--- src/design/lcdv_pkg.sv ---
package lcdv_pkg;

    // Command codes carried by a request
    typedef enum logic [2:0] {
        CMD_WRITE = 3'd0,
        CMD_READ  = 3'd1,
        CMD_EOL   = 3'd2,
        CMD_MODE  = 3'd3,
        CMD_VOL   = 3'd4
    } t_cmd;

    // Register ports
    localparam logic [7:0] PORT_CTRL     = 8'h00;
    localparam logic [7:0] PORT_BACKDROP = 8'h01;
    localparam logic [7:0] PORT_LINE     = 8'h02;
    localparam logic [7:0] PORT_LCMP     = 8'h03;
    localparam logic [7:0] PORT_SPR_BASE = 8'h04;
    localparam logic [7:0] PORT_SPR_FRST = 8'h05;
    localparam logic [7:0] PORT_SPR_CNT  = 8'h06;
    localparam logic [7:0] PORT_MAP_BASE = 8'h07;
    localparam logic [7:0] PORT_WIN_LO   = 8'h08;
    localparam logic [7:0] PORT_WIN_HI   = 8'h13;
    localparam logic [7:0] PORT_LCD_CTRL = 8'h14;
    localparam logic [7:0] PORT_ICON     = 8'h15;
    localparam logic [7:0] PORT_LAST_LN  = 8'h16;
    localparam logic [7:0] PORT_BPORCH   = 8'h17;
    localparam logic [7:0] PORT_LCD_STAT = 8'h1A;

    // Masks
    localparam logic [7:0] MASK_BACKDROP_MONO = 8'h07;
    localparam logic [5:0] MASK_SPR_BASE_MONO = 6'h1F;
    localparam logic [7:0] MASK_MAP_MONO      = 8'h77;

    // Reset values and line timing
    localparam logic [7:0] RST_LAST_LINE  = 8'd158;
    localparam logic [7:0] RST_BACK_PORCH = 8'd155;
    localparam logic [7:0] LINE_NO_VIDEO  = 8'd255;
    localparam logic [8:0] LINE_VBLANK    = 9'd144;
    localparam logic [8:0] LINE_HANDOVER  = 9'd145;
    localparam int         VOL_WIN_LOG2   = 7;    // 128 frame window

    // Frame blanking codes
    localparam logic [1:0] BLANK_NONE  = 2'd0;
    localparam logic [1:0] BLANK_WHITE = 2'd1;
    localparam logic [1:0] BLANK_TAIL  = 2'd2;

    // Configuration port
    localparam int         APB_AW       = 3;
    localparam int         APB_DW       = 32;
    localparam logic       CFG_COLOR    = 1'b0;
    localparam logic       CFG_HEADPHON = 1'b1;

    // Palette memory: one row holds a pair of 3-bit entries
    localparam int PAL_W = 6;
    localparam int PAL_D = 32;

    // Write request from the item stage to the register file
    typedef struct packed {
        logic       en;
        logic [7:0] port;
        logic [7:0] data;
    } t_port_wr;

    // Register file state needed by the line timing
    typedef struct packed {
        logic       lcd_on;
        logic       sleep;
        logic [7:0] last_line;
        logic [7:0] line_cmp;
    } t_lcd_stat;

    // Master volume to status level
    function automatic logic [1:0] vol_level(input logic color, input logic [1:0] vol);
        logic [1:0] lvl;
        case (vol)
            2'd0:    lvl = 2'd0;
            2'd1:    lvl = 2'd2;
            2'd2:    lvl = color ? 2'd1 : 2'd3;
            2'd3:    lvl = color ? 2'd3 : 2'd0;
            default: lvl = 2'd0;
        endcase
        return lvl;
    endfunction

endpackage

--- src/design/lcdv_if.sv ---
interface lcdv_req_if;
    logic       valid;
    logic       ready;
    logic [2:0] command;
    logic [7:0] port;
    logic [7:0] write_data;
    logic [1:0] master_volume;

    modport source (output valid, command, port, write_data, master_volume, input ready);
    modport sink   (input valid, command, port, write_data, master_volume, output ready);
endinterface

interface lcdv_rsp_if;
    logic       valid;
    logic       ready;
    logic [7:0] read_data;
    logic       vblank_irq;
    logic       line_irq;
    logic       frame_done;
    logic [1:0] frame_blank;
    logic       frame_start;
    logic [1:0] current_mode;

    modport source (output valid, read_data, vblank_irq, line_irq, frame_done, frame_blank,
                    frame_start, current_mode, input ready);
    modport sink   (input valid, read_data, vblank_irq, line_irq, frame_done, frame_blank,
                    frame_start, current_mode, output ready);
endinterface

--- src/design/lcdv_ram.sv ---
module lcdv_ram #(
    parameter int WIDTH = 8,
    parameter int DEPTH = 32
) (
    input  logic                     i_clk,
    input  logic                     i_we,
    input  logic [$clog2(DEPTH)-1:0] i_waddr,
    input  logic [WIDTH-1:0]         i_wdata,
    input  logic                     i_re,
    input  logic [$clog2(DEPTH)-1:0] i_raddr,
    output logic [WIDTH-1:0]         o_rdata
);

    logic [WIDTH-1:0] r_mem [DEPTH];
    logic [WIDTH-1:0] r_q;

    always_ff @(posedge i_clk) begin
        if (i_we) begin
            r_mem[i_waddr] <= i_wdata;
        end
        if (i_re) begin
            r_q <= r_mem[i_raddr];
        end
    end

    assign o_rdata = r_q;

endmodule

--- src/design/lcdv_regs.sv ---
module lcdv_regs (
    input  logic               i_clk,
    input  logic               i_rst_n,
    input  logic               i_is_color,
    input  logic               i_headphone,
    input  logic               i_acc,
    input  logic [7:0]         i_acc_port,
    input  lcdv_pkg::t_port_wr i_wr,
    input  logic [7:0]         i_rd_port,
    input  logic [1:0]         i_vol,
    input  logic [7:0]         i_line_lo,
    input  logic               i_vol_window,
    output logic [7:0]         o_rd_data,
    output lcdv_pkg::t_lcd_stat o_stat
);
    import lcdv_pkg::*;

    logic [5:0] r_ctrl;
    logic [7:0] r_backdrop;
    logic [7:0] r_lcmp;
    logic [5:0] r_spr_base;
    logic [6:0] r_spr_first;
    logic [7:0] r_spr_cnt;
    logic [7:0] r_map_base;
    logic [7:0] r_win [12];
    logic [2:0] r_lcd_flags;   // bit0 enable, bit1 high contrast, bit2 sleep
    logic [5:0] r_icon;
    logic [7:0] r_last_line;
    logic [7:0] r_back_porch;
    logic [7:0] r_shade [4];   // two 4-bit entries per row
    logic [PAL_D-1:0] r_pal_vld;
    logic             r_pal_rd_vld;
    logic             r_pal_byp_v;
    logic [PAL_W-1:0] r_pal_byp;

    logic [PAL_W-1:0] pal_q;
    logic [PAL_W-1:0] pal_row;
    logic [PAL_W-1:0] pal_wdata;
    logic             wr_pal;
    logic             wr_win;
    logic             wr_shade;
    logic             byp_hit;
    logic [3:0]       wr_widx;
    logic [3:0]       rd_widx;
    logic             rd_win;
    logic [7:0]       stat_byte;

    // Range decode
    assign wr_win   = i_wr.en && (i_wr.port >= PORT_WIN_LO) && (i_wr.port <= PORT_WIN_HI);
    assign wr_shade = i_wr.en && (i_wr.port[7:2] == 6'b000111);
    assign wr_pal   = i_wr.en && (i_wr.port[7:5] == 3'b001);
    assign wr_widx  = 4'(i_wr.port - PORT_WIN_LO);
    assign rd_win   = (i_rd_port >= PORT_WIN_LO) && (i_rd_port <= PORT_WIN_HI);
    assign rd_widx  = 4'(i_rd_port - PORT_WIN_LO);
    assign pal_wdata = {i_wr.data[6:4], i_wr.data[2:0]};

    // Palette memory, read issued when the item is accepted
    lcdv_ram #(.WIDTH(PAL_W), .DEPTH(PAL_D)) u_pal (
        .i_clk   (i_clk),
        .i_we    (wr_pal),
        .i_waddr (i_wr.port[4:0]),
        .i_wdata (pal_wdata),
        .i_re    (i_acc),
        .i_raddr (i_acc_port[4:0]),
        .o_rdata (pal_q)
    );

    // Forward a write that lands on the row being read in the same cycle
    assign byp_hit = wr_pal && (i_wr.port[4:0] == i_acc_port[4:0]);

    always_ff @(posedge i_clk) begin
        if (!i_rst_n) begin
            r_pal_vld    <= '0;
            r_pal_rd_vld <= 1'b0;
            r_pal_byp_v  <= 1'b0;
        end else begin
            if (wr_pal) begin
                r_pal_vld[i_wr.port[4:0]] <= 1'b1;
            end
            if (i_acc) begin
                r_pal_rd_vld <= r_pal_vld[i_acc_port[4:0]] | byp_hit;
                r_pal_byp_v  <= byp_hit;
            end
        end
    end

    always_ff @(posedge i_clk) begin
        if (i_acc && byp_hit) begin
            r_pal_byp <= pal_wdata;
        end
    end

    assign pal_row = !r_pal_rd_vld ? '0 : (r_pal_byp_v ? r_pal_byp : pal_q);

    // Register writes
    always_ff @(posedge i_clk) begin
        if (!i_rst_n) begin
            r_ctrl       <= '0;
            r_backdrop   <= '0;
            r_lcmp       <= '0;
            r_spr_base   <= '0;
            r_spr_first  <= '0;
            r_spr_cnt    <= '0;
            r_map_base   <= '0;
            r_lcd_flags  <= '0;
            r_icon       <= '0;
            r_last_line  <= RST_LAST_LINE;
            r_back_porch <= RST_BACK_PORCH;
            for (int k = 0; k < 12; k++) begin
                r_win[k] <= '0;
            end
            for (int k = 0; k < 4; k++) begin
                r_shade[k] <= '0;
            end
        end else if (i_wr.en) begin
            if (wr_win) begin
                r_win[wr_widx] <= i_wr.data;
            end
            if (wr_shade) begin
                r_shade[i_wr.port[1:0]] <= i_wr.data;
            end
            case (i_wr.port)
                PORT_CTRL:     r_ctrl <= i_wr.data[5:0];
                PORT_BACKDROP: r_backdrop <= i_is_color ? i_wr.data
                                                        : (i_wr.data & MASK_BACKDROP_MONO);
                PORT_LCMP:     r_lcmp <= i_wr.data;
                PORT_SPR_BASE: r_spr_base <= i_is_color ? i_wr.data[5:0]
                                                        : (i_wr.data[5:0] & MASK_SPR_BASE_MONO);
                PORT_SPR_FRST: r_spr_first <= i_wr.data[6:0];
                PORT_SPR_CNT:  r_spr_cnt <= i_wr.data;
                PORT_MAP_BASE: r_map_base <= i_is_color ? i_wr.data
                                                        : (i_wr.data & MASK_MAP_MONO);
                PORT_LCD_CTRL: begin
                    r_lcd_flags[0] <= i_wr.data[0];
                    if (i_is_color) begin
                        r_lcd_flags[1] <= i_wr.data[1];
                    end
                end
                PORT_ICON:     r_icon <= i_wr.data[5:0];
                PORT_LAST_LN:  r_last_line <= i_wr.data;
                PORT_BPORCH: begin
                    if (i_is_color) begin
                        r_back_porch <= i_wr.data;
                    end
                end
                PORT_LCD_STAT: r_lcd_flags[2] <= i_wr.data[0];
                default: ;
            endcase
        end
    end

    // LCD status byte
    always_comb begin
        stat_byte = {7'b0, r_lcd_flags[2]};
        if (i_vol_window) begin
            stat_byte = stat_byte | (i_headphone ? 8'h02 : 8'h10);
        end
        stat_byte = stat_byte | {4'b0, vol_level(i_is_color, i_vol), 2'b0};
    end

    // Read mux
    always_comb begin
        if (rd_win) begin
            o_rd_data = r_win[rd_widx];
        end else if (i_rd_port[7:2] == 6'b000111) begin
            o_rd_data = r_shade[i_rd_port[1:0]];
        end else if (i_rd_port[7:5] == 3'b001) begin
            o_rd_data = {1'b0, pal_row[5:3], 1'b0, pal_row[2:0]};
        end else begin
            case (i_rd_port)
                PORT_CTRL:     o_rd_data = {2'b0, r_ctrl};
                PORT_BACKDROP: o_rd_data = i_is_color ? r_backdrop
                                                      : (r_backdrop & MASK_BACKDROP_MONO);
                PORT_LINE:     o_rd_data = i_line_lo;
                PORT_LCMP:     o_rd_data = r_lcmp;
                PORT_SPR_BASE: o_rd_data = {2'b0, i_is_color ? r_spr_base
                                                             : (r_spr_base & MASK_SPR_BASE_MONO)};
                PORT_SPR_FRST: o_rd_data = {1'b0, r_spr_first};
                PORT_SPR_CNT:  o_rd_data = r_spr_cnt;
                PORT_MAP_BASE: o_rd_data = i_is_color ? r_map_base
                                                      : (r_map_base & MASK_MAP_MONO);
                PORT_LCD_CTRL: o_rd_data = {6'b0, r_lcd_flags[1:0]};
                PORT_ICON:     o_rd_data = {2'b0, r_icon};
                PORT_LAST_LN:  o_rd_data = r_last_line;
                PORT_BPORCH:   o_rd_data = r_back_porch;
                PORT_LCD_STAT: o_rd_data = stat_byte;
                default:       o_rd_data = 8'h00;
            endcase
        end
    end

    assign o_stat.lcd_on    = r_lcd_flags[0];
    assign o_stat.sleep     = r_lcd_flags[2];
    assign o_stat.last_line = r_last_line;
    assign o_stat.line_cmp  = r_lcmp;

endmodule

--- src/design/lcd_video_register_and_line_timing.sv ---
// Channel   Dir  Handshake      Payload
// i_req     in   valid/ready    command, port, write_data, master_volume
// o_rsp     out  valid/ready    read_data, irqs, frame_done/blank/start, current_mode
// apb       in   psel/penable   is_color_model (0x0), headphone_mode (0x4)
//
// One request per cycle sustained; the request is held in an item stage, decoded
// in one pass, and its result lands in the output register.
// The palette read is issued at accept so its registered data meets the stage.
// Reset is synchronous; palette rows read as zero through per-row valid bits.
// A stalled result holds the stage, and the input takes a request only while
// the stage is empty or moving on.
module lcd_video_register_and_line_timing (
    input  logic                         i_clk,
    input  logic                         i_rst_n,
    lcdv_req_if.sink                     i_req,
    lcdv_rsp_if.source                   o_rsp,
    input  logic                         psel,
    input  logic                         penable,
    input  logic                         pwrite,
    input  logic [lcdv_pkg::APB_AW-1:0]  paddr,
    input  logic [lcdv_pkg::APB_DW-1:0]  pwdata,
    output logic [lcdv_pkg::APB_DW-1:0]  prdata,
    output logic                         pready
);
    import lcdv_pkg::*;

    // Configuration
    logic r_is_color;
    logic r_headphone;

    // Item stage
    logic       r_stg_v;
    logic [2:0] r_stg_cmd;
    logic [7:0] r_stg_port;
    logic [7:0] r_stg_data;
    logic [1:0] r_stg_vol;

    // Line timing state
    logic [8:0]  r_line;
    logic [31:0] r_frame_cnt;
    logic [31:0] r_vol_frame;
    logic [1:0]  r_mode_cur;
    logic [1:0]  r_mode_next;

    // Result register
    logic       r_out_v;
    logic [7:0] r_read_data;
    logic       r_vblank;
    logic       r_line_irq;
    logic       r_frame_done;
    logic [1:0] r_frame_blank;
    logic       r_frame_start;

    logic       acc;
    logic       fire;
    logic       cfg_wr;
    t_port_wr   port_wr;
    t_lcd_stat  stat;
    logic [7:0] rd_data;
    logic [32:0] vol_diff;
    logic       vol_window;
    t_cmd       cmd;

    logic [8:0] line_inc;
    logic       wrap;
    logic [8:0] n_line;
    logic       n_vblank;
    logic       n_line_irq;
    logic       n_frame_done;
    logic [1:0] n_frame_blank;
    logic [1:0] blank_code;

    // Handshake
    assign fire        = r_stg_v && (!r_out_v || o_rsp.ready);
    assign i_req.ready = !r_stg_v || fire;
    assign acc         = i_req.valid && i_req.ready;
    assign cmd         = t_cmd'(r_stg_cmd);

    // Configuration port
    assign pready = 1'b1;
    assign cfg_wr = psel && penable && pwrite;
    assign prdata = (paddr[APB_AW-1] == CFG_HEADPHON) ? APB_DW'(r_headphone)
                                                      : APB_DW'(r_is_color);

    always_ff @(posedge i_clk) begin
        if (!i_rst_n) begin
            r_is_color  <= 1'b0;
            r_headphone <= 1'b0;
        end else if (cfg_wr) begin
            if (paddr[APB_AW-1] == CFG_HEADPHON) begin
                r_headphone <= pwdata[0];
            end else begin
                r_is_color <= pwdata[0];
            end
        end
    end

    // Item stage
    always_ff @(posedge i_clk) begin
        if (!i_rst_n) begin
            r_stg_v <= 1'b0;
        end else if (acc) begin
            r_stg_v <= 1'b1;
        end else if (fire) begin
            r_stg_v <= 1'b0;
        end
    end

    always_ff @(posedge i_clk) begin
        if (acc) begin
            r_stg_cmd  <= i_req.command;
            r_stg_port <= i_req.port;
            r_stg_data <= i_req.write_data;
            r_stg_vol  <= i_req.master_volume;
        end
    end

    // Register file
    assign port_wr.en   = fire && (cmd == CMD_WRITE);
    assign port_wr.port = r_stg_port;
    assign port_wr.data = r_stg_data;

    lcdv_regs u_regs (
        .i_clk        (i_clk),
        .i_rst_n      (i_rst_n),
        .i_is_color   (r_is_color),
        .i_headphone  (r_headphone),
        .i_acc        (acc),
        .i_acc_port   (i_req.port),
        .i_wr         (port_wr),
        .i_rd_port    (r_stg_port),
        .i_vol        (r_stg_vol),
        .i_line_lo    (r_line[7:0]),
        .i_vol_window (vol_window),
        .o_rd_data    (rd_data),
        .o_stat       (stat)
    );

    // Volume icon window: shown frame not ahead and under 128 frames behind
    assign vol_diff   = {1'b0, r_frame_cnt} - {1'b0, r_vol_frame};
    assign vol_window = !vol_diff[32] && (vol_diff[31:VOL_WIN_LOG2] == '0);

    // Blanking of a handed-over frame
    always_comb begin
        if (stat.sleep || !stat.lcd_on || (stat.last_line == LINE_NO_VIDEO)) begin
            blank_code = BLANK_WHITE;
        end else if ({1'b0, stat.last_line} < LINE_VBLANK) begin
            blank_code = BLANK_TAIL;
        end else begin
            blank_code = BLANK_NONE;
        end
    end

    // End of line
    always_comb begin
        line_inc   = r_line + 9'd1;
        wrap       = line_inc > {1'b0, stat.last_line};
        n_line     = wrap ? 9'd0 : line_inc;
        n_vblank   = !wrap && (line_inc == LINE_VBLANK);
        n_frame_done = wrap ? (line_inc <= LINE_HANDOVER) : (line_inc == LINE_HANDOVER);
        n_line_irq = (n_line == {1'b0, stat.line_cmp});
        n_frame_blank = n_frame_done ? blank_code : BLANK_NONE;
    end

    // Line timing state
    always_ff @(posedge i_clk) begin
        if (!i_rst_n) begin
            r_line      <= '0;
            r_frame_cnt <= '0;
            r_vol_frame <= '1;
            r_mode_cur  <= '0;
            r_mode_next <= '0;
        end else if (fire) begin
            case (cmd)
                CMD_EOL: begin
                    r_line <= n_line;
                    if (n_frame_done) begin
                        r_frame_cnt <= r_frame_cnt + 32'd1;
                    end
                    if (wrap) begin
                        r_mode_cur <= r_mode_next;
                    end
                end
                CMD_MODE: r_mode_next <= r_stg_data[1:0];
                CMD_VOL:  r_vol_frame <= r_frame_cnt;
                default: ;
            endcase
        end
    end

    // Result register
    always_ff @(posedge i_clk) begin
        if (!i_rst_n) begin
            r_out_v <= 1'b0;
        end else if (fire) begin
            r_out_v <= 1'b1;
        end else if (o_rsp.ready) begin
            r_out_v <= 1'b0;
        end
    end

    always_ff @(posedge i_clk) begin
        if (fire) begin
            r_read_data   <= (cmd == CMD_READ) ? rd_data : 8'h00;
            r_vblank      <= (cmd == CMD_EOL) && n_vblank;
            r_line_irq    <= (cmd == CMD_EOL) && n_line_irq;
            r_frame_done  <= (cmd == CMD_EOL) && n_frame_done;
            r_frame_blank <= (cmd == CMD_EOL) ? n_frame_blank : BLANK_NONE;
            r_frame_start <= (cmd == CMD_EOL) && wrap;
        end
    end

    assign o_rsp.valid        = r_out_v;
    assign o_rsp.read_data    = r_read_data;
    assign o_rsp.vblank_irq   = r_vblank;
    assign o_rsp.line_irq     = r_line_irq;
    assign o_rsp.frame_done   = r_frame_done;
    assign o_rsp.frame_blank  = r_frame_blank;
    assign o_rsp.frame_start  = r_frame_start;
    // Mode after the item: current mode register, stable while the result waits
    assign o_rsp.current_mode = r_mode_cur;

endmodule

--- src/flat_wrapper.sv ---
// flat-port wrapper written by rule: the top's interface ports become plain ports
module lcd_video_register_and_line_timing_flat import lcdv_pkg::*;
  (i_clk, i_rst_n, psel, penable, pwrite, paddr, pwdata, prdata, pready, i_req_valid, i_req_command, i_req_port, i_req_write_data, i_req_master_volume, i_req_ready, o_rsp_valid, o_rsp_read_data, o_rsp_vblank_irq, o_rsp_line_irq, o_rsp_frame_done, o_rsp_frame_blank, o_rsp_frame_start, o_rsp_current_mode, o_rsp_ready);
  lcdv_req_if i_req_i ();
  lcdv_rsp_if o_rsp_i ();
  input  logic i_clk;
  input  logic i_rst_n;
  input  logic psel;
  input  logic penable;
  input  logic pwrite;
  input  logic [lcdv_pkg::APB_AW-1:0] paddr;
  input  logic [lcdv_pkg::APB_DW-1:0] pwdata;
  output logic [lcdv_pkg::APB_DW-1:0] prdata;
  output logic pready;
  input wire logic [$bits(i_req_i.valid)-1:0] i_req_valid;
  input wire logic [$bits(i_req_i.command)-1:0] i_req_command;
  input wire logic [$bits(i_req_i.port)-1:0] i_req_port;
  input wire logic [$bits(i_req_i.write_data)-1:0] i_req_write_data;
  input wire logic [$bits(i_req_i.master_volume)-1:0] i_req_master_volume;
  output wire logic [$bits(i_req_i.ready)-1:0] i_req_ready;
  output wire logic [$bits(o_rsp_i.valid)-1:0] o_rsp_valid;
  output wire logic [$bits(o_rsp_i.read_data)-1:0] o_rsp_read_data;
  output wire logic [$bits(o_rsp_i.vblank_irq)-1:0] o_rsp_vblank_irq;
  output wire logic [$bits(o_rsp_i.line_irq)-1:0] o_rsp_line_irq;
  output wire logic [$bits(o_rsp_i.frame_done)-1:0] o_rsp_frame_done;
  output wire logic [$bits(o_rsp_i.frame_blank)-1:0] o_rsp_frame_blank;
  output wire logic [$bits(o_rsp_i.frame_start)-1:0] o_rsp_frame_start;
  output wire logic [$bits(o_rsp_i.current_mode)-1:0] o_rsp_current_mode;
  input wire logic [$bits(o_rsp_i.ready)-1:0] o_rsp_ready;
  assign i_req_i.valid = i_req_valid;
  assign i_req_i.command = i_req_command;
  assign i_req_i.port = i_req_port;
  assign i_req_i.write_data = i_req_write_data;
  assign i_req_i.master_volume = i_req_master_volume;
  assign i_req_ready = i_req_i.ready;
  assign o_rsp_valid = o_rsp_i.valid;
  assign o_rsp_read_data = o_rsp_i.read_data;
  assign o_rsp_vblank_irq = o_rsp_i.vblank_irq;
  assign o_rsp_line_irq = o_rsp_i.line_irq;
  assign o_rsp_frame_done = o_rsp_i.frame_done;
  assign o_rsp_frame_blank = o_rsp_i.frame_blank;
  assign o_rsp_frame_start = o_rsp_i.frame_start;
  assign o_rsp_current_mode = o_rsp_i.current_mode;
  assign o_rsp_i.ready = o_rsp_ready;
  lcd_video_register_and_line_timing u_core (.i_clk(i_clk), .i_rst_n(i_rst_n), .i_req(i_req_i), .o_rsp(o_rsp_i), .psel(psel), .penable(penable), .pwrite(pwrite), .paddr(paddr), .pwdata(pwdata), .prdata(prdata), .pready(pready));
endmodule
--- config.mk ---
export PLATFORM = sky130hd
export DESIGN_NAME = lcd_video_register_and_line_timing_flat
export DESIGN_NICKNAME = d
export VERILOG_FILES = /design/src/design/lcdv_pkg.sv /design/src/design/lcdv_if.sv /design/src/design/lcdv_ram.sv /design/src/design/lcdv_regs.sv /design/src/design/lcd_video_register_and_line_timing.sv /design/src/flat_wrapper.sv
export SDC_FILE = /design/constraint.sdc
export NUM_CORES = 1
export LEC_CHECK = 0
export ABC_AREA = 1
export CAP_MARGIN = 20
export CORE_AREA = 2 2 184 321
export DETAILED_ROUTE_END_ITERATION = 16
export DIE_AREA = 0 0 186 323
export DONT_BUFFER_PORTS = 1
export PLACE_DENSITY = 0.64
export RECOVER_POWER = 50
export SYNTH_ARGS = -nofsm -noshare
export SYNTH_HDL_FRONTEND = slang
export SYNTH_HIERARCHICAL = 1
export SYNTH_SLANG_ARGS = --single-unit
--- constraint.sdc ---
create_clock -name i_clk -period 3.45 [get_ports i_clk]
set_input_delay 0.69 -clock i_clk [delete_from_list [all_inputs] [get_ports i_clk]]
set_output_delay 0.69 -clock i_clk [all_outputs]
set_load 0.1 [all_outputs]
==> results of run 1 <==
cells in the mapped netlist (all sizes together), types with 2 or more instances:
| master | count | area [um2] |
|---|---|---|
| nand2 | 909 | 3420 |
| edfxtp | 399 | 12000 |
| nor2 | 376 | 1460 |
| nand3 | 333 | 1690 |
| inv | 287 | 1080 |
| a21oi | 219 | 1100 |
| dfxtp | 191 | 3820 |
| o21ai | 129 | 646 |
| buf | 103 | 678 |
| clkbuf | 68 | 255 |
| nand4 | 66 | 413 |
| a22oi | 43 | 323 |
| ha | 43 | 538 |
| nor3 | 36 | 205 |
| xor2 | 32 | 280 |
| xnor2 | 15 | 158 |
| o211ai | 11 | 82.6 |
| a211oi | 10 | 75.1 |
| nor4 | 9 | 56.3 |
| o21bai | 8 | 60.1 |
| nand3b | 7 | 65.1 |
| clkinv | 3 | 11.3 |
| conb | 3 | 11.3 |
| nor3b | 3 | 22.5 |
| a31oi | 2 | 12.5 |
sequential cells by signal, indices dropped and copies added (netlist names), 7 cells and up:
name,flops
u_core/r_stg_data,8
u_core/r_stg_port,8
u_core/u_regs/r_map_base,8
u_core/u_regs/r_last_line,8
u_core/u_regs/r_back_porch,8
u_core/u_regs/r_lcmp,8
u_core/u_regs/r_win,128
u_core/r_frame_cnt,32
u_core/u_regs/r_shade,32
u_core/u_regs/u_pal/r_mem,192
u_core/u_regs/r_pal_vld,32
u_core/r_line,9
u_core/r_vol_frame,32
u_core/u_regs/r_spr_first,7
u_core/o_rsp.read_data,8
u_core/u_regs/r_backdrop,8
u_core/u_regs/r_spr_cnt,8
cells by family after synthesis:
group                      count (synthesis)  share of synthesized area (%)
AOI/OAI and AO/OA                        425                           8.15
and+or+nand+nor                         1741                           25.8
DFF                                      590                           55.5
other                                      3                         0.0395
xor gates and xnor gates                  47                           1.54
buffers and inverters                    461                           7.11
adders and majority gates                 43                           1.89
metal layers:
metal	global-route usage [%]	vias up	wire (um)
met2	51.5	879	44200
met3	3.03	287	3990
met5	0	-	0
met4	17.6	0	5960
met1	30.9	11100	30400
li1	-	11100	-
metrics by stage:
stage | TNS (ns) | cells
after global placement | -0.0973 | 4101
after detailed placement | -0.0754 | 4101
after global routing | -0.0651 | 4195
after CTS | 0 | 4194
final | 0 | 4195
after floorplan | 0 | 3371
final cells by class:
type                    instances  area share, %
inverters                     290           3.45
flip-flops and latches        590           50.0
repair buffers                129           2.91
clock inverters                38           1.14
well taps                     773           3.06
clock buffers                  55           4.05
multi-input cells            2320           35.4
critical path: stages (launching register included):
cell	delay (ns)
sky130_fd_sc_hd__dfxtp_1	0.31
sky130_fd_sc_hd__inv_1	0.07
sky130_fd_sc_hd__ha_4	0.29
sky130_fd_sc_hd__nand2_1	0.11
sky130_fd_sc_hd__inv_1	0.12
sky130_fd_sc_hd__nand2_2	0.10
sky130_fd_sc_hd__nor3_2	0.24
sky130_fd_sc_hd__nand2_1	0.10
sky130_fd_sc_hd__nand2_1	0.09
sky130_fd_sc_hd__nand3_1	0.12
sky130_fd_sc_hd__nand2_1	0.12
sky130_fd_sc_hd__nand2_1	0.06
sky130_fd_sc_hd__nand2_1	0.06
sky130_fd_sc_hd__inv_1	0.03
sky130_fd_sc_hd__nand2_1	0.05
sky130_fd_sc_hd__nor2_1	0.04
sky130_fd_sc_hd__nand2_1	0.10
sky130_fd_sc_hd__nor2_4	0.06
sky130_fd_sc_hd__buf_4	0.13
sky130_fd_sc_hd__nand2_1	0.06
sky130_fd_sc_hd__o21ai_1	0.07
sky130_fd_sc_hd__nor2_1	0.10
sky130_fd_sc_hd__nand2_1	0.10
sky130_fd_sc_hd__nor2_1	0.25
sky130_fd_sc_hd__a21oi_1	0.11
sky130_fd_sc_hd__inv_1	0.07
sky130_fd_sc_hd__nor2_1	0.04
timing repair:
item / in CTS / in global routing
setup endpoints to repair: 1 / 2
buffers inserted: 0 / 1
hold buffers: 0 / 0
pin swaps: 0 / 8
hold endpoints to repair: 0 / 0
resized for setup: 3 / 70
path summary, 6_finish.rpt:
check	startpoint	depth (start not counted)	end	slack, ns
hold / removal	i_req_write_data[1]	0	u_core/r_stg_data[1]$_DFFE_PP_	0.18
setup / recovery	u_core/r_vol_frame[10]$_SDFFE_PN1P_	26	u_core/o_rsp.read_data[4]$_SDFFCE_PP0P_	0.20
setup reg to reg	u_core/r_vol_frame[10]$_SDFFE_PN1P_	26	u_core/o_rsp.read_data[4]$_SDFFCE_PP0P_	0.20
hold reg to reg	u_core/u_regs/r_backdrop[5]$_SDFFE_PN0P_	2	u_core/u_regs/r_backdrop[5]$_SDFFE_PN0P_	0.45
power by group through the flow:
stage	clock [mW]	combinational [mW]	sequential, mW
2_1_floorplan	0	0.698	7.93
3_3_place_gp	0	0.938	7.92
3_5_place_dp	0	0.950	7.92
4_1_cts	5.86	0.955	7.76
5_1_grt	6.10	1.04	7.77
6_report	5.76	0.966	7.77
==> flow_summary.ini, run 1 <==
[grt]
grt_max_degree = 118
grt_first_pass_wirelength_um = 128000
number_of_antenna_violations_at_the_first_check_in_global_routing = 0
groute.usage.overall_pct = 28.2
first_global_vias = 23000
globalRouteOverflowTotal = 0

[timing]
worst_clock_skew_ns = 0.0216
fin_ws_ns = 0.200
post-route-period-util_pct = 94.2
maxSlewViolCount = 277
maxSlewHeadroom_pct = -52.7
timing.final.hold_violations = 0
timing.final.setup_violations = 0
fin_hold_ws_ns = 0.177
tightestPinTransition_ns = 2.29
period_needed_ns = 3.25
achievable-frequency_ghz = 0.308

[cells_and_area]
area.sequential_um2 = 15800
post_route_cells_drive_above_1_share_pct = 8.36
most_common_cell_after_layout_fill_and_taps_aside = sky130_fd_sc_hd__nand2_1
fillerInstances = 5293
layout.nets = 3487
area_growth_syn_to_layout_pct = 11.1
layout_common_cells = sky130_fd_sc_hd__nand2_1 (898), sky130_fd_sc_hd__edfxtp_1 (399), sky130_fd_sc_hd__nor2_1 (352), sky130_fd_sc_hd__nand3_1 (323), sky130_fd_sc_hd__inv_1 (277)
finalCoreUtilization_pct = 54.7
finalInstanceArea_um2 = 31600
antenna_cells = 0
area_of_the_multi_input_gates_um2 = 11200

[synthesis]
post_synth_num_cell_types = 44
synth_enable_flop_cells = 399
ys.flop_type = sky130_fd_sc_hd__edfxtp_1
post_synthesis_area_per_instance_um2 = 8.60
synth-seq-cells = 590
syn-cell-area_um2 = 28500
synth_seq_area_share_pct = 55.5
syn_inst = 3310
synth_async_sr_flop_share_pct = 0
yosysWarningCount = 6

[setup_path]
critPathMaxFanout = 5
critical_path_required_ns = 3.79
crit_arrival_ns = 3.59
setup.worst_path.class = flip-flop to flip-flop
critical_path_startpoint_category = flip-flop
cp-end-kind = flip-flop

[pwr]
irDropWorstVdd_uv = 584
power_share_of_the_sequential_group_pct = 53.6
report.power.total_mw = 14.5
power_report.internal_total_mw = 10.9
leak_nw = 12.9
combinationalPowerShare_pct = 6.7
power_switching_share_pct = 24.5
power.share.clock_pct = 39.7
pwr_density_cell_nw_per_um2 = 458
net-switching-power_mw = 3.55

[routing]
routed_wirelength_um = 84600
avgRoutedWirePerCell_um = 20.2
drc_errors = 0
drt-initial-drc-count = 1786
detail_route.first_pass.iterations = 6
detailroute.via_count = 23400
ant_nets = 0
vias_per_cell = 5.58

[clock_network]
clock_sink_count = 590
clk_transition_reported_paths_ns = 0.07
root_buffer = sky130_fd_sc_hd__clkbuf_16
tritoncts = built
cts_max_level = 2
clock_buffers_created_by_tritoncts = 50
clk-insertion-delay-late_ns = 0.61
clk_buf_depth = 3

[floorplan]
floorplan.die.width_um = 186
initial_core_util_pct = 49.3
rows = 117
ports_placed_on_the_boundary = 114
die_area_um2 = 60100
dieHeight_um = 323
design.core.area_um2 = 57800

[hold_path]
hold_path.class = input pin to flip-flop

[outcome]
violations = capacitance limit, slew limit
outcome = finished, violations left

[place]
place.detailed.hpwl_um = 59100
numPortBuffers = 0
postPlaceCellArea_um2 = 29700
gp_congestion = 0.975
preCtsSetupSlack_ns = -0.0754

[run]
maxCapViolations = 6
Power figures use the tool's default switching activity.
==> run 2: changes to the inputs <==
ABC_AREA = 0   (was 1)
CORE_AREA = 2 2 177 310   (was 2 2 184 321)
DIE_AREA = 0 0 179 312   (was 0 0 186 323)
PLACE_DENSITY = 0.65   (was 0.64)
SYNTH_HIERARCHICAL = default   (was 1)
==> flow_summary.ini, run 2 <==
[outcome]
outcome = finished, violations left
violations = capacitance limit, slew limit

[synthesis]
synth_common_cells = sky130_fd_sc_hd__edfxtp_1 (375), sky130_fd_sc_hd__nand2_1 (238), sky130_fd_sc_hd__nor2_1 (235), sky130_fd_sc_hd__dfxtp_1 (193), sky130_fd_sc_hd__clkbuf_1 (118)
post_synth_num_cell_types = 83
post_synthesis_area_per_instance_um2 = 11.8
syn-cell-area_um2 = 26500
yosysWarningCount = 0
synth_top_area_share_pct = 42.6
synth-seq-cells = 568
synth_enable_flop_cells = 375
yosysTopAreaCell = sky130_fd_sc_hd__edfxtp_1
synthMostInstantiatedCell = sky130_fd_sc_hd__edfxtp_1
synth_async_sr_flop_share_pct = 0
synth_seq_area_share_pct = 57.2
ys.flop_type = sky130_fd_sc_hd__edfxtp_1
syn_inst = 2250
synthTopCellsByArea = sky130_fd_sc_hd__edfxtp_1 (43%), sky130_fd_sc_hd__dfxtp_1 (15%), sky130_fd_sc_hd__mux4_2 (9.1%)

[routing]
drc_errors = 0
routed_wirelength_um = 69900
vias_per_cell = 5.92
avgRoutedWirePerCell_um = 22.9
drt-initial-drc-count = 1243
ant_nets = 0
detail_route.first_pass.iterations = 6
detailroute.via_count = 18100

[cells_and_area]
layout.nets = 2431
final_cell_count_no_fill = 3050
layout_common_cells = sky130_fd_sc_hd__edfxtp_1 (375), sky130_fd_sc_hd__nand2_1 (238), sky130_fd_sc_hd__nor2_1 (234), sky130_fd_sc_hd__dfxtp_1 (193), sky130_fd_sc_hd__buf_4 (116)
area_of_the_multi_input_gates_um2 = 10500
largest_register_ffs = 192
finalCoreUtilization_pct = 55.6
antenna_cells = 0
most_common_cell_after_layout_fill_and_taps_aside = sky130_fd_sc_hd__edfxtp_1
largest_registers = u_core.u_regs.u_pal.r_mem x192, u_core.u_regs.r_win x104
fillerInstances = 4471
post_route_cells_drive_above_1_share_pct = 15.2
area.sequential_um2 = 15100
top_register = u_core.u_regs.u_pal.r_mem
area_growth_syn_to_layout_pct = 11.6

[floorplan]
initial_core_util_pct = 49.8
rows = 112
die_area_um2 = 55800
dieHeight_um = 312
floorplan.die.width_um = 179
design.core.area_um2 = 53100
ports_placed_on_the_boundary = 114

[grt]
globalRouteOverflowTotal = 0
groute.usage.overall_pct = 25.1
grt_first_pass_wirelength_um = 105000
number_of_antenna_violations_at_the_first_check_in_global_routing = 0
globalRoute.busiestLayer = met2
globalRouteMet1Util_pct = 27.0
grtUsageMet2_pct = 46.5
first_global_vias = 18100
grt_max_degree = 108
gr-usage-met3_pct = 3.60

[place]
preCtsSetupSlack_ns = 0.0380
place.detailed.hpwl_um = 49300
gp_congestion = 0.956
numPortBuffers = 0
placed_cells = 2953

[pwr]
power_switching_share_pct = 22.6
net-switching-power_mw = 3.13
power_report.internal_total_mw = 10.7
irDropWorstVdd_uv = 507
leak_nw = 10.6
combinationalPowerShare_pct = 5.3
pwr_density_cell_nw_per_um2 = 468
power.share.clock_pct = 40.6
power_share_of_the_sequential_group_pct = 54.1
report.power.total_mw = 13.8

[run]
maxCapViolations = 3

[timing]
totalNegativeSetupSlack_ns = 0
fin_ws_ns = 0.132
period_needed_ns = 3.32
timing.final.hold_violations = 0
worst_clock_skew_ns = 0.0300
tightestPinTransition_ns = 2.17
timing.final.setup_violations = 0
maxSlewViolCount = 150
rsz0062_at_grt = true
post-route-period-util_pct = 96.2
maxSlewHeadroom_pct = -44.7
achievable-frequency_ghz = 0.301

[setup_path]
critPathMaxFanout = 19
setup.worst_path.class = flip-flop to flip-flop
crit_arrival_ns = 3.83
critical_path_startpoint_category = flip-flop
cp-end-kind = flip-flop
critical_path_required_ns = 3.96

[clock_network]
root_buffer = sky130_fd_sc_hd__clkbuf_16
clock_buffers_created_by_tritoncts = 51
clk_buf_depth = 3
clk_transition_reported_paths_ns = 0.07
ctsHoldBuffers = 0
clk-insertion-delay-late_ns = 0.60
cts_max_level = 2
tritoncts = built
clock_sink_count = 568

[hold_path]
hold_path.class = input pin to flip-flop
[run 2: final cells by class]
class / count / share of cell area [%]
Inverter: 79 / 1.00
Clock buffer: 75 / 5.01
Multi-Input combinational cell: 1463 / 35.6
Clock inverter: 19 / 0.500
Timing Repair Buffer: 162 / 3.78
Sequential cell: 568 / 51.2
Tap cell: 684 / 2.90
[run 2: cell families after synthesis]
group                      synth area share, %
and+or+nand+nor                           14.7
DFF                                       57.2
AOI/OAI and AO/OA                         9.18
buffers and inverters                     4.20
muxes                                     11.9
adders and majority gates                 2.03
xor gates and xnor gates                 0.761
other                                   0.0284
[run 2: path summary, 6_finish.rpt]
check | start | endpoint | slack [ns] | depth (start not counted)
hold / removal | i_req_command[1] | u_core.cmd[1]$_DFFE_PP_ | 0.19 | 0
setup reg to reg | u_core.r_line[0]$_SDFFE_PN0P_ | u_core.r_frame_cnt[26]$_SDFFE_PN0P_ | 0.13 | 15
setup / recovery | u_core.r_line[0]$_SDFFE_PN0P_ | u_core.r_frame_cnt[26]$_SDFFE_PN0P_ | 0.13 | 15
hold reg to reg | u_core.u_regs.r_map_base[0]$_SDFFE_PN0P_ | u_core.u_regs.r_map_base[0]$_SDFFE_PN0P_ | 0.46 | 2
[run 2: worst max-delay path, stage by stage, from the launching register on]
cell and delay, ns:
sky130_fd_sc_hd__dfxtp_1 0.34, sky130_fd_sc_hd__buf_4 0.18, sky130_fd_sc_hd__and2_1 0.20, sky130_fd_sc_hd__and4_4 0.27, sky130_fd_sc_hd__nand3_1 0.14, sky130_fd_sc_hd__xor2_2 0.21
sky130_fd_sc_hd__inv_2 0.08, sky130_fd_sc_hd__ha_1 0.29, sky130_fd_sc_hd__nand4_1 0.09, sky130_fd_sc_hd__nor2_1 0.05, sky130_fd_sc_hd__o21ai_2 0.17, sky130_fd_sc_hd__a22o_1 0.27
sky130_fd_sc_hd__nand4_1 0.17, sky130_fd_sc_hd__buf_12 0.22, sky130_fd_sc_hd__nor4b_2 0.29, sky130_fd_sc_hd__mux2i_1 0.22
[run 2: through the flow]
stage               instance area, um2  hold slack [ns]
finish                           29500            0.186
global route                     29500            0.171
CTS                              29500            0.166
detailed placement               27900            0.450
global placement                 27900            0.441
floorplan                        26600            0.432
[run 2: what timing repair did]
item	CTS	global route
resized for setup	0	26
setup buffers	0	3
endpoints found under the setup margin	0	34
[run 2: power by group through the flow]
stage                     Clock [mW]  Sequential (mW)  Combinational [mW]
final                           5.61             7.48               0.733
after global routing            5.95             7.48               0.771
after CTS                       5.71             7.47               0.747
after detailed placement           0             7.62               0.745
after global placement             0             7.62               0.734
after floorplan                    0             7.59               0.610
[run 2: routing by layer]
| layer | routed length, um | vias to the layer above |
|---|---|---|
| met2 | 37800 | 548 |
| li1 | - | 8359 |
| met1 | 24400 | 8971 |
| met5 | 0 | - |
| met4 | 4300 | 0 |
| met3 | 3420 | 192 |
==> run 3: changes to the inputs <==
CORE_AREA = 2 2 162 283   (was 2 2 177 310)
DIE_AREA = 0 0 164 285   (was 0 0 179 312)
MAX_ROUTING_LAYER = met4   (was default)
PLACE_DENSITY = 0.75   (was 0.65)
==> flow_summary.ini, run 3 (same netlist as run 2, synthesis figures left out) <==
[grt]
first_global_vias = 18200
grt_max_degree = 130
grt_first_pass_wirelength_um = 103000
number_of_antenna_violations_at_the_first_check_in_global_routing = 5
globalRouteOverflowTotal = 0
groute.usage.overall_pct = 29.9

[cells_and_area]
area_of_the_multi_input_gates_um2 = 10400
most_common_cell_after_layout_fill_and_taps_aside = sky130_fd_sc_hd__edfxtp_1
layout.nets = 2391
top_register = u_core.u_regs.u_pal.r_mem
area_growth_syn_to_layout_pct = 10.1
finalInstanceArea_um2 = 29100
largest_register_ffs = 192
largest_registers = u_core.u_regs.u_pal.r_mem x192, u_core.u_regs.r_win x104
fillerInstances = 3293
post_route_cells_drive_above_1_share_pct = 13.4
area.sequential_um2 = 15100
layout_common_cells = sky130_fd_sc_hd__edfxtp_1 (375), sky130_fd_sc_hd__nand2_1 (238), sky130_fd_sc_hd__nor2_1 (234), sky130_fd_sc_hd__dfxtp_1 (192), sky130_fd_sc_hd__a21oi_1 (110)
final_cell_count_no_fill = 2909

[timing]
rsz0062_at_grt = false
worst_clock_skew_ns = 0.0251
period_needed_ns = 3.32
post-route-period-util_pct = 96.2
timing.final.hold_violations = 0
timing.final.setup_violations = 0
totalNegativeSetupSlack_ns = 0
achievable-frequency_ghz = 0.301
maxSlewHeadroom_pct = -88.9
tightestPinTransition_ns = 2.83
maxSlewViolCount = 115

[pwr]
irDropWorstVdd_uv = 454
report.power.total_mw = 14.0
combinationalPowerShare_pct = 5.2
power_share_of_the_sequential_group_pct = 53.4
pwr_density_cell_nw_per_um2 = 480
leak_nw = 10.4
power_switching_share_pct = 22.3
power_report.internal_total_mw = 10.9
net-switching-power_mw = 3.12
power.share.clock_pct = 41.4

[setup_path]
crit-reg2reg-capture = u_core.o_rsp.read_data[4]$_SDFFCE_PP0P_
worst_r2r_startpoint = u_core.r_vol_frame[6]$_SDFFE_PN1P_
cp-end-kind = flip-flop
critical_path_startpoint_category = flip-flop
critical_path_required_ns = 3.90
rr_worst_depth = 11
crit_arrival_ns = 3.77
setup.worst_path.class = flip-flop to flip-flop
critPathMaxFanout = 6
r2r_slack_ns = 0.13

[routing]
detailroute.via_count = 18000
drt-initial-drc-count = 1693
vias_per_cell = 6.18
detail_route.first_pass.iterations = 6
avgRoutedWirePerCell_um = 22.9
drc_errors = 0
routed_wirelength_um = 66600
ant_nets = 0

[outcome]
outcome = finished, violations left
violations = capacitance limit, slew limit

[floorplan]
ports_placed_on_the_boundary = 114
dieHeight_um = 285
floorplan.die.width_um = 164
die_area_um2 = 46700
rows = 103
initial_core_util_pct = 59.2
design.core.area_um2 = 44700

[hold_path]
min-delay-start = i_req_master_volume[0]
timing.hold.worst_endpoint = u_core.r_stg_vol[0]$_DFFE_PP_
worstHoldPathCells = 0
hold_path.class = input pin to flip-flop

[clock_network]
clk_buf_depth = 3
root_buffer = sky130_fd_sc_hd__clkbuf_16
clk-insertion-delay-late_ns = 0.59
clock_buffers_created_by_tritoncts = 50
clk_transition_reported_paths_ns = 0.08
clock_sink_count = 568
tritoncts = built
cts_max_level = 2

[place]
postPlaceCellArea_um2 = 27500
place.detailed.hpwl_um = 46300
placed_cells = 2810
numPortBuffers = 0
gp_congestion = 1.02

[run]
maxCapViolations = 2
==> run 3: stage by stage <==
stage                     setup slack (ns)  hold WS (ns)  util (%)
after floorplan                      0.124         0.432         -
after global placement               0.207         0.439      61.5
after detailed placement             0.146         0.447      61.5
after CTS                           0.0910         0.174      65.3
after global routing               0.00339         0.176      65.1
final                                0.131         0.196      65.1
==> run 3: how the worst max path moves through the flow <==
| stage | startpoint | to | depth (start not counted) |
|---|---|---|---|
| floorplan | u_core.o_rsp.valid$_SDFFE_PN0P_ | u_core.u_regs.r_shade[0][0]$_SDFFCE_PN0P_ | 7 |
| global placement | u_core.r_line[0]$_SDFFE_PN0P_ | u_core.r_frame_cnt[28]$_SDFFE_PN0P_ | 14 |
| detailed placement | u_core.r_line[0]$_SDFFE_PN0P_ | u_core.r_frame_cnt[26]$_SDFFE_PN0P_ | 14 |
| CTS | u_core.r_line[0]$_SDFFE_PN0P_ | u_core.r_frame_cnt[26]$_SDFFE_PN0P_ | 14 |
| global route | u_core.r_vol_frame[6]$_SDFFE_PN1P_ | u_core.o_rsp.read_data[1]$_SDFFCE_PP0P_ | 11 |
| finish | u_core.r_vol_frame[6]$_SDFFE_PN1P_ | u_core.o_rsp.read_data[4]$_SDFFCE_PP0P_ | 11 |
==> run 3: timing repair <==
action	4_1_cts	5_1_grt
buffers inserted	0	0
endpoints found under the setup margin	0	22
hold buffers	0	0
gates resized for setup	0	14
==> run 3: critical path, cell delays in order (launching register included) <==
cell and delay, ns:
sky130_fd_sc_hd__dfxtp_1 0.31, sky130_fd_sc_hd__inv_1 0.05, sky130_fd_sc_hd__ha_1 0.36, sky130_fd_sc_hd__a21oi_1 0.27, sky130_fd_sc_hd__o21ai_1 0.14, sky130_fd_sc_hd__a31oi_2 0.27
sky130_fd_sc_hd__mux2i_1 0.12, sky130_fd_sc_hd__or4_1 0.56, sky130_fd_sc_hd__or4_1 0.49, sky130_fd_sc_hd__nor4_2 0.34, sky130_fd_sc_hd__o2111ai_1 0.16, sky130_fd_sc_hd__nand2_1 0.11
==> run 3: final cells by class <==
type / instances / share of cell area (%)
tap: 577 / 2.48
clock buffer: 68 / 4.88
inverter: 79 / 1.02
timing repair buffer: 123 / 2.87
antenna: 5 / 0.0430
multi-input combinational: 1463 / 35.8
sequential: 568 / 51.9
clock inverter: 26 / 0.967
==> run 3: power by group through the flow <==
stage / Clock, mW / Combinational, mW / Sequential, mW
after global placement: 0 / 0.727 / 7.60
final: 5.79 / 0.732 / 7.46
after floorplan: 0 / 0.610 / 7.59
after detailed placement: 0 / 0.738 / 7.61
after global routing: 6.10 / 0.770 / 7.47
after CTS: 5.86 / 0.742 / 7.46
==> run 3: metal layers <==
metal  global-route usage (%)  share of wire [%]
met3                     4.17                4.9
met4                     18.1                7.3
met5                        -                  0
met2                     52.2                 53
met1                     31.8                 35
